[src/hw/rtl/svcsc_pkg.sv]
// Shared types, widths and constants for the SVC susceptance controller.
// Used by the serial multiplier, the serial divider and the top level.
// Depends on nothing.
package svcsc_pkg;

   localparam int VOLT_BITS  = 24;
   localparam int FRAC_BITS  = 16;
   localparam int B_BITS     = FRAC_BITS + 3;
   localparam int CFG_V_BITS = 23;
   localparam int GAIN_BITS  = 16;
   localparam int GAIN_FRAC  = 8;
   localparam int TC_BITS    = 24;
   localparam int DT_BITS    = 16;
   localparam int TIMER_BITS = 23;

   localparam int TM2_BITS  = TC_BITS + 1;
   localparam int X_BITS    = VOLT_BITS + 2;
   localparam int DIFF_BITS = ((VOLT_BITS > CFG_V_BITS) ? VOLT_BITS : CFG_V_BITS) + 1;
   localparam int CMP_BITS  = DIFF_BITS + 9;
   localparam int PCT_BITS  = B_BITS + 8;

   localparam int MUL_A_MIN  = (TM2_BITS > DT_BITS + GAIN_BITS) ? TM2_BITS
                                                                 : DT_BITS + GAIN_BITS;
   localparam int MUL_A_BITS = (X_BITS - 1 > MUL_A_MIN) ? X_BITS - 1 : MUL_A_MIN;
   localparam int MUL_B_BITS = (TM2_BITS > B_BITS + 1) ? TM2_BITS : B_BITS + 1;
   localparam int MUL_P_BITS = MUL_A_BITS + MUL_B_BITS;
   localparam int DIV_N_BITS = MUL_P_BITS + 1;
   localparam int DIV_D_BITS = TM2_BITS + 1 + GAIN_FRAC;

   localparam int CSR_IDX_BITS  = 3;
   localparam int CSR_DATA_BITS = (B_BITS > TC_BITS) ? B_BITS : TC_BITS;

   localparam logic [CSR_IDX_BITS-1:0] CSR_REF_VOLTAGE     = 3'd0;
   localparam logic [CSR_IDX_BITS-1:0] CSR_NOMINAL_VOLTAGE = 3'd1;
   localparam logic [CSR_IDX_BITS-1:0] CSR_B_UPPER         = 3'd2;
   localparam logic [CSR_IDX_BITS-1:0] CSR_B_LOWER         = 3'd3;
   localparam logic [CSR_IDX_BITS-1:0] CSR_CTRL_GAIN       = 3'd4;
   localparam logic [CSR_IDX_BITS-1:0] CSR_CTRL_TIME_CONST = 3'd5;
   localparam logic [CSR_IDX_BITS-1:0] CSR_MEAS_TIME_CONST = 3'd6;

   localparam int CHG_PCT  = 100;
   localparam int PU_SCALE = 100;
   localparam int OV_PCT [3] = '{140, 125, 115};

   localparam logic [TIMER_BITS-1:0] TIMER_MAX = {TIMER_BITS{1'b1}};
   localparam logic [TIMER_BITS-1:0] TRIP_LIMIT [3] =
      '{TIMER_BITS'(100000), TIMER_BITS'(1000000), TIMER_BITS'(5000000)};

   localparam logic signed [VOLT_BITS-1:0] VOLT_MAX = {1'b0, {(VOLT_BITS-1){1'b1}}};
   localparam logic signed [VOLT_BITS-1:0] VOLT_MIN = {1'b1, {(VOLT_BITS-1){1'b0}}};
   localparam logic signed [B_BITS-1:0]    SUSC_MAX = {1'b0, {(B_BITS-1){1'b1}}};
   localparam logic signed [B_BITS-1:0]    SUSC_MIN = {1'b1, {(B_BITS-1){1'b0}}};

   typedef enum logic [3:0] {
      ST_IDLE,
      ST_DEVP,
      ST_VMUL,
      ST_VDIV,
      ST_DEV,
      ST_GAIN,
      ST_T1,
      ST_T2,
      ST_BDIV,
      ST_UPDATE,
      ST_WRITE
   } state_type;

   // Signed saturation of a quotient magnitude with a separate sign.
   function automatic logic signed [VOLT_BITS-1:0] sat_volt(
      input logic [DIV_N_BITS-1:0] q, input logic neg);
      logic [DIV_N_BITS-1:0] lim;
      lim = DIV_N_BITS'(1) << (VOLT_BITS - 1);
      if (q >= lim) begin
         sat_volt = neg ? VOLT_MIN : VOLT_MAX;
      end else begin
         sat_volt = neg ? -$signed(q[VOLT_BITS-1:0]) : $signed(q[VOLT_BITS-1:0]);
      end
   endfunction

   function automatic logic signed [B_BITS-1:0] sat_susc(
      input logic [DIV_N_BITS-1:0] q, input logic neg);
      logic [DIV_N_BITS-1:0] lim;
      lim = DIV_N_BITS'(1) << (B_BITS - 1);
      if (q >= lim) begin
         sat_susc = neg ? SUSC_MIN : SUSC_MAX;
      end else begin
         sat_susc = neg ? -$signed(q[B_BITS-1:0]) : $signed(q[B_BITS-1:0]);
      end
   endfunction

endpackage

[src/hw/rtl/svc_susceptance_controller_core.sv]
// Top level of the SVC susceptance controller: sequencer, state and registers.
// Depends on svcsc_pkg, svcsc_mul and svcsc_div.
//
// Usage: one control step is offered on the req_ channel (voltage sample,
// elapsed microseconds, enable). A transfer happens when req_valid is high
// and req_stall is low. The block holds req_stall high while it works on a
// step, then returns exactly one result on the rsp_ channel, which transfers
// when rsp_valid is high and rsp_stall is low.
// An enabled step runs four multiplies and four divides on one bit-serial
// multiplier and one bit-serial divider, plus an update and a write state;
// a disabled or tripped step only runs the deviation divide. The result
// sits in an output register so the next step can be taken while the receiver
// stalls; a second result waits in the final state until that register frees up.
// Configuration writes on the csr_ channel are always ready and should only be
// made while no step is in flight.
// Reset (synchronous, active high) returns the configuration and controller
// state registers to their defaults, opens both switches, clears the
// protection timers and the trip latch, and empties the output register.
module svc_susceptance_controller_core (
   input  logic                                     clock,
   input  logic                                     reset,
   input  logic                                     req_valid,
   output logic                                     req_stall,
   input  logic signed [svcsc_pkg::VOLT_BITS-1:0]   req_voltage_sample,
   input  logic [svcsc_pkg::DT_BITS-1:0]            req_step_time,
   input  logic                                     req_enabled,
   output logic                                     rsp_valid,
   input  logic                                     rsp_stall,
   output logic signed [svcsc_pkg::B_BITS-1:0]      rsp_susceptance,
   output logic signed [svcsc_pkg::VOLT_BITS-1:0]   rsp_measured_voltage,
   output logic signed [svcsc_pkg::B_BITS-1:0]      rsp_voltage_deviation,
   output logic                                     rsp_inductor_closed,
   output logic                                     rsp_capacitor_closed,
   output logic                                     rsp_value_changed,
   output logic                                     rsp_tripped,
   input  logic                                     csr_valid,
   output logic                                     csr_ready,
   input  logic [svcsc_pkg::CSR_IDX_BITS-1:0]       csr_index,
   input  logic [svcsc_pkg::CSR_DATA_BITS-1:0]      csr_data
);
   import svcsc_pkg::*;

   // Configuration registers.
   logic [CFG_V_BITS-1:0]     ref_ff;
   logic [CFG_V_BITS-1:0]     nom_ff;
   logic signed [B_BITS-1:0]  bup_ff;
   logic signed [B_BITS-1:0]  blo_ff;
   logic [GAIN_BITS-1:0]      gain_ff;
   logic [TC_BITS-1:0]        tr_ff;
   logic [TC_BITS-1:0]        tm_ff;

   // Latched step inputs.
   logic signed [VOLT_BITS-1:0] smp_ff;
   logic [DT_BITS-1:0]          dt_ff;
   logic                        en_ff;

   // Controller state.
   logic signed [VOLT_BITS-1:0] lv_ff;
   logic signed [VOLT_BITS-1:0] lm_ff;
   logic signed [B_BITS-1:0]    lb_ff;
   logic signed [B_BITS-1:0]    app_ind_ff;
   logic signed [B_BITS-1:0]    app_cap_ff;
   logic                        mode_ff;
   logic                        ind_ff;
   logic                        cap_ff;
   logic [TIMER_BITS-1:0]       tmr_ff [3];
   logic                        trip_ff;

   // Intermediate results of the current step.
   logic signed [B_BITS-1:0]    dvp_ff;
   logic signed [B_BITS-1:0]    dv_ff;
   logic signed [VOLT_BITS-1:0] vm_ff;
   logic signed [B_BITS-1:0]    bnew_ff;
   logic [MUL_P_BITS-1:0]       t1_ff;
   logic                        t1neg_ff;
   logic [DIV_N_BITS:0]         num_ff;
   logic                        act_ff;
   logic                        chg_ff;

   // Sequencer.
   state_type state_ff;
   state_type state_in;
   logic      launched_ff;

   // Output register.
   logic                        rsp_valid_ff;
   logic signed [B_BITS-1:0]    rsp_susc_ff;
   logic signed [VOLT_BITS-1:0] rsp_meas_ff;
   logic signed [B_BITS-1:0]    rsp_dev_ff;
   logic                        rsp_ind_ff;
   logic                        rsp_cap_ff;
   logic                        rsp_chg_ff;
   logic                        rsp_trip_ff;

   // Arithmetic unit handshakes.
   logic                    mul_start;
   logic                    mul_done;
   logic [MUL_A_BITS-1:0]   mul_a;
   logic [MUL_B_BITS-1:0]   mul_b;
   logic [MUL_P_BITS-1:0]   mul_p;
   logic                    div_start;
   logic                    div_done;
   logic [DIV_N_BITS-1:0]   div_num;
   logic [DIV_D_BITS-1:0]   div_den;
   logic [DIV_N_BITS-1:0]   div_q;

   // Datapath signals.
   logic [CFG_V_BITS-1:0]       nom_eff;
   logic [TM2_BITS-1:0]         tm2;
   logic [TM2_BITS-1:0]         tr2;
   logic signed [VOLT_BITS-1:0] v_abs;
   logic signed [X_BITS-1:0]    x_s;
   logic [X_BITS-1:0]           x_abs;
   logic signed [VOLT_BITS-1:0] dsel;
   logic signed [DIFF_BITS-1:0] dff_s;
   logic [DIFF_BITS-1:0]        d_abs;
   logic [DIV_N_BITS-1:0]       dev_num;
   logic signed [B_BITS:0]      ssum;
   logic [B_BITS:0]             s_abs;
   logic [TM2_BITS:0]           trd;
   logic [TM2_BITS:0]           trd_abs;
   logic [B_BITS-1:0]           lb_abs;
   logic [TM2_BITS:0]           vden;
   logic [TM2_BITS:0]           bden;
   logic [DIV_N_BITS:0]         num_abs;
   logic [MUL_P_BITS+GAIN_FRAC-1:0] t2_sh;
   logic [DIV_N_BITS:0]         t1s;
   logic [DIV_N_BITS:0]         t2s;
   logic [DIV_N_BITS:0]         num_next;
   logic                        t2neg;
   logic signed [B_BITS-1:0]    bq;
   logic signed [B_BITS-1:0]    bclamp;

   // Update signals.
   logic                        bpos;
   logic                        bchg;
   logic signed [B_BITS:0]      di;
   logic [B_BITS:0]             di_abs;
   logic signed [B_BITS:0]      dc;
   logic [B_BITS:0]             dc_abs;
   logic [B_BITS-1:0]           b_abs;
   logic [B_BITS-1:0]           cap_abs;
   logic                        ind_hit;
   logic                        cap_hit;
   logic                        mode_new;
   logic                        apply_hit;
   logic signed [CMP_BITS-1:0]  vmx;
   logic signed [CMP_BITS-1:0]  nomx;
   logic [2:0]                  over;
   logic [2:0]                  trip_k;
   logic [TIMER_BITS:0]         tsum [3];
   logic [TIMER_BITS-1:0]       tnew [3];
   logic [TIMER_BITS-1:0]       tmr_in [3];
   logic                        trip_any;

   logic req_xfer;
   logic rsp_xfer;
   logic out_free;
   logic csr_xfer;

   assign req_stall = (state_ff != ST_IDLE);
   assign req_xfer  = req_valid && !req_stall;
   assign rsp_xfer  = rsp_valid_ff && !rsp_stall;
   assign out_free  = !rsp_valid_ff || !rsp_stall;
   assign csr_ready = 1'b1;
   assign csr_xfer  = csr_valid && csr_ready;

   svcsc_mul u_mul (
      .clock   (clock),
      .reset   (reset),
      .start   (mul_start),
      .mul_a   (mul_a),
      .mul_b   (mul_b),
      .done    (mul_done),
      .product (mul_p)
   );

   svcsc_div u_div (
      .clock    (clock),
      .reset    (reset),
      .start    (div_start),
      .div_num  (div_num),
      .div_den  (div_den),
      .done     (div_done),
      .quotient (div_q)
   );

   // Operand preparation. Signs are handled here; the units see magnitudes only.
   always_comb begin
      nom_eff = (nom_ff == '0) ? CFG_V_BITS'(1) : nom_ff;
      tm2     = {((tm_ff == '0) ? TC_BITS'(1) : tm_ff), 1'b0};
      tr2     = {((tr_ff == '0) ? TC_BITS'(1) : tr_ff), 1'b0};

      if (smp_ff == VOLT_MIN) begin
         v_abs = VOLT_MAX;
      end else if (smp_ff[VOLT_BITS-1]) begin
         v_abs = -smp_ff;
      end else begin
         v_abs = smp_ff;
      end

      // Numerator of the measurement lag: V + last_voltage - last_measured.
      x_s   = X_BITS'(v_abs) + X_BITS'(lv_ff) - X_BITS'(lm_ff);
      x_abs = x_s[X_BITS-1] ? -x_s : x_s;

      // The deviation divide serves the previous and the new measurement.
      dsel    = (state_ff == ST_DEVP) ? lm_ff : vm_ff;
      dff_s   = DIFF_BITS'(dsel) - DIFF_BITS'($signed({1'b0, ref_ff}));
      d_abs   = dff_s[DIFF_BITS-1] ? -dff_s : dff_s;
      dev_num = DIV_N_BITS'({d_abs, {FRAC_BITS{1'b0}}});

      ssum  = (B_BITS+1)'(dv_ff) + (B_BITS+1)'(dvp_ff);
      s_abs = ssum[B_BITS] ? -ssum : ssum;

      trd     = {1'b0, tr2} - (TM2_BITS+1)'(dt_ff);
      trd_abs = trd[TM2_BITS] ? -trd : trd;
      lb_abs  = lb_ff[B_BITS-1] ? -lb_ff : lb_ff;

      vden = {1'b0, tm2} + (TM2_BITS+1)'(dt_ff);
      bden = {1'b0, tr2} + (TM2_BITS+1)'(dt_ff);

      // Integrator numerator: dt*Kr*(dV+dVprev) + 256*(2Tr-dt)*Bprev.
      t2_sh    = {mul_p, {GAIN_FRAC{1'b0}}};
      t1s      = {2'b00, t1_ff};
      t2s      = {1'b0, t2_sh[DIV_N_BITS-1:0]};
      t2neg    = trd[TM2_BITS] ^ lb_ff[B_BITS-1];
      num_next = (t1neg_ff ? -t1s : t1s) + (t2neg ? -t2s : t2s);
      num_abs  = num_ff[DIV_N_BITS] ? -num_ff : num_ff;

      // Saturate the quotient first; it keeps every comparison with the bounds.
      bq = sat_susc(div_q, num_ff[DIV_N_BITS]);
      if (bq > bup_ff) begin
         bclamp = bup_ff;
      end else if (bq < blo_ff) begin
         bclamp = blo_ff;
      end else begin
         bclamp = bq;
      end
   end

   // Branch update and protection, evaluated with the new susceptance and Vmeas.
   always_comb begin
      bpos    = !bnew_ff[B_BITS-1] && (bnew_ff != '0);
      bchg    = (bnew_ff != lb_ff);
      di      = (B_BITS+1)'(bnew_ff) - (B_BITS+1)'(app_ind_ff);
      di_abs  = di[B_BITS] ? -di : di;
      dc      = (B_BITS+1)'(bnew_ff) - (B_BITS+1)'(app_cap_ff);
      dc_abs  = dc[B_BITS] ? -dc : dc;
      b_abs   = bnew_ff;
      cap_abs = app_cap_ff[B_BITS-1] ? -app_cap_ff : app_cap_ff;
      ind_hit = (PCT_BITS'(di_abs) * PCT_BITS'(CHG_PCT)) > PCT_BITS'(b_abs);
      cap_hit = (app_cap_ff == '0) ||
                ((PCT_BITS'(dc_abs) * PCT_BITS'(CHG_PCT)) > PCT_BITS'(cap_abs));

      if (!bchg) begin
         mode_new  = mode_ff;
         apply_hit = 1'b0;
      end else if (bpos) begin
         mode_new  = ind_hit ? 1'b1 : mode_ff;
         apply_hit = ind_hit;
      end else begin
         mode_new  = cap_hit ? 1'b0 : mode_ff;
         apply_hit = cap_hit;
      end

      vmx  = CMP_BITS'(vm_ff);
      nomx = $signed(CMP_BITS'(nom_eff));
      for (int k = 0; k < 3; k++) begin
         over[k] = (vmx * $signed(CMP_BITS'(PU_SCALE))) >
                   (nomx * $signed(CMP_BITS'(OV_PCT[k])));
         tsum[k] = (TIMER_BITS+1)'(tmr_ff[k]) + (TIMER_BITS+1)'(dt_ff);
         tnew[k] = (tsum[k] > (TIMER_BITS+1)'(TIMER_MAX)) ? TIMER_MAX
                                                          : tsum[k][TIMER_BITS-1:0];
         trip_k[k] = over[k] && (tnew[k] > TRIP_LIMIT[k]);
         tmr_in[k] = over[k] ? tnew[k] : '0;
      end
      trip_any = |trip_k;
   end

   // Next state.
   always_comb begin
      state_in = state_ff;
      unique case (state_ff)
         ST_IDLE: begin
            if (req_xfer) state_in = ST_DEVP;
         end
         ST_DEVP: begin
            if (div_done) state_in = (en_ff && !trip_ff) ? ST_VMUL : ST_WRITE;
         end
         ST_VMUL: begin
            if (mul_done) state_in = ST_VDIV;
         end
         ST_VDIV: begin
            if (div_done) state_in = ST_DEV;
         end
         ST_DEV: begin
            if (div_done) state_in = ST_GAIN;
         end
         ST_GAIN: begin
            if (mul_done) state_in = ST_T1;
         end
         ST_T1: begin
            if (mul_done) state_in = ST_T2;
         end
         ST_T2: begin
            if (mul_done) state_in = ST_BDIV;
         end
         ST_BDIV: begin
            if (div_done) state_in = ST_UPDATE;
         end
         ST_UPDATE: begin
            state_in = ST_WRITE;
         end
         ST_WRITE: begin
            if (out_free) state_in = ST_IDLE;
         end
      endcase
   end

   // Unit starts and operand selection. A unit is started once per state.
   always_comb begin
      mul_start = 1'b0;
      div_start = 1'b0;
      mul_a     = '0;
      mul_b     = '0;
      div_num   = '0;
      div_den   = '0;
      unique case (state_ff)
         ST_DEVP, ST_DEV: begin
            div_start = !launched_ff;
            div_num   = dev_num;
            div_den   = DIV_D_BITS'(nom_eff);
         end
         ST_VMUL: begin
            mul_start = !launched_ff;
            mul_a     = MUL_A_BITS'(x_abs[X_BITS-2:0]);
            mul_b     = MUL_B_BITS'(tm2);
         end
         ST_VDIV: begin
            div_start = !launched_ff;
            div_num   = DIV_N_BITS'(mul_p);
            div_den   = DIV_D_BITS'(vden);
         end
         ST_GAIN: begin
            mul_start = !launched_ff;
            mul_a     = MUL_A_BITS'(dt_ff);
            mul_b     = MUL_B_BITS'(gain_ff);
         end
         ST_T1: begin
            mul_start = !launched_ff;
            mul_a     = mul_p[MUL_A_BITS-1:0];
            mul_b     = MUL_B_BITS'(s_abs);
         end
         ST_T2: begin
            mul_start = !launched_ff;
            mul_a     = MUL_A_BITS'(trd_abs[TM2_BITS-1:0]);
            mul_b     = MUL_B_BITS'(lb_abs);
         end
         ST_BDIV: begin
            div_start = !launched_ff;
            div_num   = num_abs[DIV_N_BITS-1:0];
            div_den   = DIV_D_BITS'({bden, {GAIN_FRAC{1'b0}}});
         end
         ST_IDLE, ST_UPDATE, ST_WRITE: begin
            mul_start = 1'b0;
         end
      endcase
   end

   // Control state: sequencer, unit tracking, configuration and controller state.
   always_ff @(posedge clock) begin
      if (reset) begin
         state_ff    <= ST_IDLE;
         launched_ff <= 1'b0;
         ref_ff      <= '0;
         nom_ff      <= CFG_V_BITS'(1);
         bup_ff      <= B_BITS'(1) << FRAC_BITS;
         blo_ff      <= -(B_BITS'(1) << FRAC_BITS);
         gain_ff     <= GAIN_BITS'(256);
         tr_ff       <= TC_BITS'(100000);
         tm_ff       <= TC_BITS'(10000);
         lv_ff       <= '0;
         lm_ff       <= '0;
         lb_ff       <= '0;
         app_ind_ff  <= '0;
         app_cap_ff  <= '0;
         mode_ff     <= 1'b0;
         ind_ff      <= 1'b0;
         cap_ff      <= 1'b0;
         trip_ff     <= 1'b0;
         for (int k = 0; k < 3; k++) begin
            tmr_ff[k] <= '0;
         end
         rsp_valid_ff <= 1'b0;
      end else begin
         state_ff <= state_in;

         if (mul_start || div_start) begin
            launched_ff <= 1'b1;
         end else if (mul_done || div_done) begin
            launched_ff <= 1'b0;
         end

         if (csr_xfer) begin
            unique case (csr_index)
               CSR_REF_VOLTAGE:     ref_ff  <= csr_data[CFG_V_BITS-1:0];
               CSR_NOMINAL_VOLTAGE: nom_ff  <= csr_data[CFG_V_BITS-1:0];
               CSR_B_UPPER:         bup_ff  <= csr_data[B_BITS-1:0];
               CSR_B_LOWER:         blo_ff  <= csr_data[B_BITS-1:0];
               CSR_CTRL_GAIN:       gain_ff <= csr_data[GAIN_BITS-1:0];
               CSR_CTRL_TIME_CONST: tr_ff   <= csr_data[TC_BITS-1:0];
               CSR_MEAS_TIME_CONST: tm_ff   <= csr_data[TC_BITS-1:0];
               default: begin
               end
            endcase
         end

         if (state_ff == ST_UPDATE) begin
            lb_ff <= bnew_ff;
            lv_ff <= v_abs;
            lm_ff <= vm_ff;
            mode_ff <= mode_new;
            if (bchg && bpos && ind_hit) begin
               app_ind_ff <= bnew_ff;
            end
            if (bchg && !bpos && cap_hit) begin
               app_cap_ff <= bnew_ff;
            end
            // A trip opens both switches regardless of the mode.
            if (trip_any) begin
               ind_ff <= 1'b0;
               cap_ff <= 1'b0;
            end else if (bchg) begin
               ind_ff <= mode_new;
               cap_ff <= !mode_new;
            end
            for (int k = 0; k < 3; k++) begin
               tmr_ff[k] <= tmr_in[k];
            end
            trip_ff <= trip_any;
         end

         if (state_ff == ST_WRITE && out_free) begin
            rsp_valid_ff <= 1'b1;
         end else if (rsp_xfer) begin
            rsp_valid_ff <= 1'b0;
         end
      end
   end

   // Step payload and intermediate results.
   always_ff @(posedge clock) begin
      if (req_xfer) begin
         smp_ff <= req_voltage_sample;
         dt_ff  <= req_step_time;
         en_ff  <= req_enabled;
         chg_ff <= 1'b0;
      end
      if (state_ff == ST_DEVP && div_done) begin
         dvp_ff <= sat_susc(div_q, dff_s[DIFF_BITS-1]);
         act_ff <= en_ff && !trip_ff;
      end
      if (state_ff == ST_VDIV && div_done) begin
         vm_ff <= sat_volt(div_q, x_s[X_BITS-1]);
      end
      if (state_ff == ST_DEV && div_done) begin
         dv_ff <= sat_susc(div_q, dff_s[DIFF_BITS-1]);
      end
      if (state_ff == ST_T1 && mul_done) begin
         t1_ff    <= mul_p;
         t1neg_ff <= ssum[B_BITS];
      end
      if (state_ff == ST_T2 && mul_done) begin
         num_ff <= num_next;
      end
      if (state_ff == ST_BDIV && div_done) begin
         bnew_ff <= bclamp;
      end
      if (state_ff == ST_UPDATE) begin
         chg_ff <= apply_hit || trip_any;
      end
      if (state_ff == ST_WRITE && out_free) begin
         rsp_susc_ff <= lb_ff;
         rsp_meas_ff <= lm_ff;
         rsp_dev_ff  <= act_ff ? dv_ff : dvp_ff;
         rsp_ind_ff  <= ind_ff;
         rsp_cap_ff  <= cap_ff;
         rsp_chg_ff  <= chg_ff;
         rsp_trip_ff <= trip_ff;
      end
   end

   assign rsp_valid             = rsp_valid_ff;
   assign rsp_susceptance       = rsp_susc_ff;
   assign rsp_measured_voltage  = rsp_meas_ff;
   assign rsp_voltage_deviation = rsp_dev_ff;
   assign rsp_inductor_closed   = rsp_ind_ff;
   assign rsp_capacitor_closed  = rsp_cap_ff;
   assign rsp_value_changed     = rsp_chg_ff;
   assign rsp_tripped           = rsp_trip_ff;

endmodule

[src/hw/rtl/svcsc_mul.sv]
// Bit-serial unsigned shift-and-add multiplier, one multiplier bit per cycle.
// Depends on svcsc_pkg for its operand widths.
module svcsc_mul (
   input  logic                              clock,
   input  logic                              reset,
   input  logic                              start,
   input  logic [svcsc_pkg::MUL_A_BITS-1:0]  mul_a,
   input  logic [svcsc_pkg::MUL_B_BITS-1:0]  mul_b,
   output logic                              done,
   output logic [svcsc_pkg::MUL_P_BITS-1:0]  product
);
   import svcsc_pkg::*;

   localparam int CNT_BITS = $clog2(MUL_B_BITS);
   localparam logic [CNT_BITS-1:0] CNT_LAST = CNT_BITS'(MUL_B_BITS - 1);

   logic [MUL_A_BITS-1:0] a_ff;
   logic [MUL_P_BITS-1:0] p_ff;
   logic [MUL_P_BITS-1:0] p_in;
   logic [MUL_A_BITS:0]   sum;
   logic [CNT_BITS-1:0]   cnt_ff;
   logic                  busy_ff;
   logic                  done_ff;

   // The low MUL_B_BITS bits of the product register hold the multiplier bits still to go.
   always_comb begin
      sum  = {1'b0, p_ff[MUL_P_BITS-1:MUL_B_BITS]} + (p_ff[0] ? {1'b0, a_ff} : '0);
      p_in = {sum, p_ff[MUL_B_BITS-1:1]};
   end

   always_ff @(posedge clock) begin
      if (reset) begin
         busy_ff <= 1'b0;
         done_ff <= 1'b0;
         cnt_ff  <= '0;
      end else begin
         done_ff <= 1'b0;
         if (start) begin
            busy_ff <= 1'b1;
            cnt_ff  <= '0;
         end else if (busy_ff) begin
            cnt_ff <= cnt_ff + 1'b1;
            if (cnt_ff == CNT_LAST) begin
               busy_ff <= 1'b0;
               done_ff <= 1'b1;
            end
         end
      end
   end

   always_ff @(posedge clock) begin
      if (start) begin
         a_ff <= mul_a;
         p_ff <= {{MUL_A_BITS{1'b0}}, mul_b};
      end else if (busy_ff) begin
         p_ff <= p_in;
      end
   end

   assign done    = done_ff;
   assign product = p_ff;

endmodule

[src/hw/rtl/svcsc_div.sv]
// Restoring divider producing one quotient bit per cycle, rounded to nearest.
// Depends on svcsc_pkg for its operand widths.
module svcsc_div (
   input  logic                              clock,
   input  logic                              reset,
   input  logic                              start,
   input  logic [svcsc_pkg::DIV_N_BITS-1:0]  div_num,
   input  logic [svcsc_pkg::DIV_D_BITS-1:0]  div_den,
   output logic                              done,
   output logic [svcsc_pkg::DIV_N_BITS-1:0]  quotient
);
   import svcsc_pkg::*;

   localparam int CNT_BITS = $clog2(DIV_N_BITS);
   localparam logic [CNT_BITS-1:0] CNT_LAST = CNT_BITS'(DIV_N_BITS - 1);

   logic [DIV_N_BITS-1:0] q_ff;
   logic [DIV_N_BITS-1:0] q_in;
   logic [DIV_D_BITS-1:0] d_ff;
   logic [DIV_D_BITS-1:0] rem_ff;
   logic [DIV_D_BITS-1:0] rem_in;
   logic [DIV_D_BITS:0]   trial;
   logic [DIV_D_BITS:0]   sub;
   logic                  ge;
   logic [CNT_BITS-1:0]   cnt_ff;
   logic                  busy_ff;
   logic                  done_ff;

   // The dividend shifts out of the top of q_ff as quotient bits enter below.
   always_comb begin
      trial  = {rem_ff, q_ff[DIV_N_BITS-1]};
      sub    = trial - {1'b0, d_ff};
      ge     = trial >= {1'b0, d_ff};
      rem_in = ge ? sub[DIV_D_BITS-1:0] : trial[DIV_D_BITS-1:0];
      q_in   = {q_ff[DIV_N_BITS-2:0], ge};
   end

   always_ff @(posedge clock) begin
      if (reset) begin
         busy_ff <= 1'b0;
         done_ff <= 1'b0;
         cnt_ff  <= '0;
      end else begin
         done_ff <= 1'b0;
         if (start) begin
            busy_ff <= 1'b1;
            cnt_ff  <= '0;
         end else if (busy_ff) begin
            cnt_ff <= cnt_ff + 1'b1;
            if (cnt_ff == CNT_LAST) begin
               busy_ff <= 1'b0;
               done_ff <= 1'b1;
            end
         end
      end
   end

   // Adding half the divisor up front gives round-half-up on the magnitude.
   always_ff @(posedge clock) begin
      if (start) begin
         q_ff   <= div_num + DIV_N_BITS'(div_den >> 1);
         d_ff   <= div_den;
         rem_ff <= '0;
      end else if (busy_ff) begin
         q_ff   <= q_in;
         rem_ff <= rem_in;
      end
   end

   assign done     = done_ff;
   assign quotient = q_ff;

endmodule
[config.mk]
export PLATFORM = sky130hd
export DESIGN_NAME = svc_susceptance_controller_core
export DESIGN_NICKNAME = d
export VERILOG_FILES = /design/src/hw/rtl/svcsc_pkg.sv /design/src/hw/rtl/svc_susceptance_controller_core.sv /design/src/hw/rtl/svcsc_mul.sv /design/src/hw/rtl/svcsc_div.sv
export SDC_FILE = /design/constraint.sdc
export NUM_CORES = 2
export LEC_CHECK = 0
export BUFFER_PORTS_ARGS = -buffer_cell sky130_fd_sc_hd__buf_2
export CAP_MARGIN = 20
export CORE_AREA = 4 4 407 409
export CTS_CLUSTER_SIZE = 40
export DETAILED_ROUTE_END_ITERATION = 10
export DIE_AREA = 0 0 411 413
export GPL_TIMING_DRIVEN = 0
export PLACE_DENSITY = 0.64
export SLEW_MARGIN = 20
export SYNTH_ARGS = -nofsm -noshare
export SYNTH_HDL_FRONTEND = slang
export SYNTH_SLANG_ARGS = --single-unit
[constraint.sdc]
create_clock -name clock -period 9 [get_ports clock]
set_input_delay 0.45 -clock clock [delete_from_list [all_inputs] [get_ports clock]]
set_output_delay 0.45 -clock clock [all_outputs]
set_load 0.01 [all_outputs]
==> flow_summary.ini <==
[outcome]
status = finished clean

[flow_run]
drv_cap = 0

[final_layout]
finalNetCount = 11000
utilization = 0.550
drive_above_1_share = 0.0678
num-fill-cells = 15100
syn2layout_area_growth_pct = 10.8
final_cells = 12000

[yosys]
synth-main-ff-cell = edfxtp_1
syn_area_per_cell_um2 = 8.52
syn-cell-area_mm2 = 0.0805
synth-seq-area-share = 0.281
synth_edf_count = 525
synthTopCellsByArea = edfxtp_1, ha_1, dfxtp_1, fa_1, xnor2_1
yosys.area.top_type = edfxtp_1
yosysTopAreaCellShare = 0.196
synth_common_cells = inv_1, nand2_1, ha_1
syn-num-nets = 10600
synthMostInstantiatedCell = inv_1
syn_inst = 9448
ys_ff_latch = 869
async_reset_ff_frac = 0
synth.distinct_cells = 106
ys_warn_count = 0

[timing]
whs_ns = 0.0629
hold_violations = 0
fmax_mhz = 115
min_period_ns = 8.69
max_slew_margin = 0.151
finalSetupViolCount = 0
fin_tns_setup_ns = 0
fin_skew_ns = 0.0355
min_period_over_period = 0.966
tightest_slew_ns = 1.26
timing.final.max_slew_violations = 0

[pwr]
total_power_uw = 22900
p_sw_uw = 10800
combPwrFrac = 0.554
p_sw_frac = 0.473
power_density_mw_per_mm2 = 256
power_leakage_uw = 0.0375
p_int_uw = 12100
seqPwrFrac = 0.263
vdd.ir_drop.worst_mv = 0.270
clkPwrFrac = 0.183

[floorplanning]
die_w_um = 411
ioPinCount = 142
die_h_um = 413
rows = 148
core-area_mm2 = 0.162
start_util = 0.497
die_area_mm2 = 0.170

[global_route]
grtUsageTotal = 0.338
grt.overflow.total = 0
grt_max_degree = 50
antenna_found_initial = 24
grt_pass1_wl_um = 434000
first_global_vias = 68600

[worst_setup_path]
cp_max_fo = 5
critPathTopFamily = compound AO/OA/AOI/OAI gates
path_class = flip-flop to flip-flop
start_kind = flip-flop
slowest_delay_ns = 0.52
cp-end-kind = flip-flop
worst_path_max_delay_cell = fa_1
cp.required_ns = 9.61
path_buf_inv = 6
reg2reg_setup_slack_ns = 0.31
path_common_cell = ha_1
cp.arrival_ns = 9.30

[route]
vias = 73400
drt_iter0_drc = 8150
drtAntennaViolNets = 0
via_per_inst = 6.09
routedWlPerCell_um = 24.5
wl_um = 295000
drc = 0
first_pass_iters = 9

[clock_tree]
clk_latency_ns = 0.77
cts_made_buffers = 99
cts_num_sinks = 869
cts_tree = built
cts-root-buf = clkbuf_16
clk_pin_slew_ns = 0.07
cts_max_path_buffers = 3
h-tree-depth = 3

[place]
portBuffers = 138
post-place-cells = 11800
gp_congestion = 1.04
place_hpwl_um = 237000

[worst_hold_path]
min_path_type = primary input to flip-flop
[worst paths after layout]
check,from,end,cells past startpoint
max,nom_ff[18]$_SDFFE_PP0P_,trip_ff$_SDFFE_PP0P_,36
min,csr_data[20],tr_ff[20]$_SDFFE_PP0P_,3
max reg2reg,nom_ff[18]$_SDFFE_PP0P_,trip_ff$_SDFFE_PP0P_,36
min reg2reg,lb_ff[15]$_SDFFE_PP0P_,rsp_susceptance[15]$_DFFE_PP_,0
[registers in the layout, indices dropped and copies added, names as in the netlist, 32 cells and up]
name            flops
num_ff             59
t1_ff              57
tmr_ff             69
u_div.d_ff         34
u_div.quotient     58
u_div.rem_ff       34
u_mul.a_ff         32
u_mul.product      57
[placed cells by master, fill, tap and decap left out, types with 44 or more instances in the layout]
cell,n
inv_1,1005
nand2_1,941
ha_1,892
a21oi_1,764
nor2_1,607
edfxtp_1,525
o21ai_0,505
xnor2_1,498
dfxtp_1,336
clkbuf_1,329
xor2_1,257
fa_1,225
nor3_1,186
a21o_1,186
nand3_1,147
buf_2,147
mux2i_1,119
nand2b_1,117
clkbuf_16,100
nor2b_1,96
or3_1,94
nand4_1,93
o31ai_1,86
and2_1,83
o21a_1,81
a31oi_1,75
and3_1,73
a211oi_1,70
o21bai_1,65
nor4_1,62
a22oi_1,48
buf_4,45
or4_1,44
[stage by stage]
step	worst slack (ns)	cell area, um^2
3_3_place_gp	-2.80	83900
3_5_place_dp	-2.44	84200
6_report	0.306	89200
2_1_floorplan	0.491	80500
5_1_grt	-0.0636	89200
4_1_cts	0.00446	88400
[timing repair]
action,CTS,global route
cloned,0,0
hold buffers,43,0
pin swaps,9,39
gates resized for setup,78,133
endpoints found under the setup margin,164,152
endpoints found under the hold margin,46,0
buffers inserted,17,23
[worst reg2reg max path: cells and delay by family (launching register included)]
family          cells  cell delay [ns]
xor+xnor            1             0.10
fa+ha+maj           7             2.45
compound gates     15             3.47
simple gates        7             1.38
flops               1             0.38
buf+inv             6             0.74
[cell type report]
type                    instances  area (um^2)  area share
clock inverters                57          553     0.00620
plain buffers                 377         1550      0.0174
well taps                    2175         2720      0.0305
multi-input cells            7183        53400       0.598
inverters                    1011         3800      0.0426
repair buffers                239         1740      0.0196
diodes                          8         20.0    0.000224
flip-flops and latches        869        22700       0.254
clock buffers                 130         2760      0.0309
[routing by layer]
metal / vias up / routed length [um] / global-route usage
met1: 35300 / 127000 / 0.473
met2: 3271 / 124000 / 0.510
met4: 14 / 14400 / 0.139
met5: - / 154 / 0.00345
li1: 34100 / - / -
met3: 654 / 29000 / 0.0676
[power groups by stage]
| stage | clock network, uW | registers (uW) | logic, uW |
|---|---|---|---|
| floorplan | 0 | 5630 | 8420 |
| global placement | 0 | 6070 | 11900 |
| detailed placement | 0 | 6040 | 12100 |
| CTS | 4210 | 5970 | 12300 |
| global route | 4380 | 6050 | 13700 |
| finish | 4180 | 6020 | 12700 |
[logic make-up after synthesis]
logic type,synth area share
muxes,0.0203
adders and majority gates,0.195
and+or+nand+nor,0.166
DFF,0.281
xor gates and xnor gates,0.0842
other,0.0000466
AOI/OAI and AO/OA,0.187
buffers and inverters,0.0655
Power figures use the tool's default switching activity.
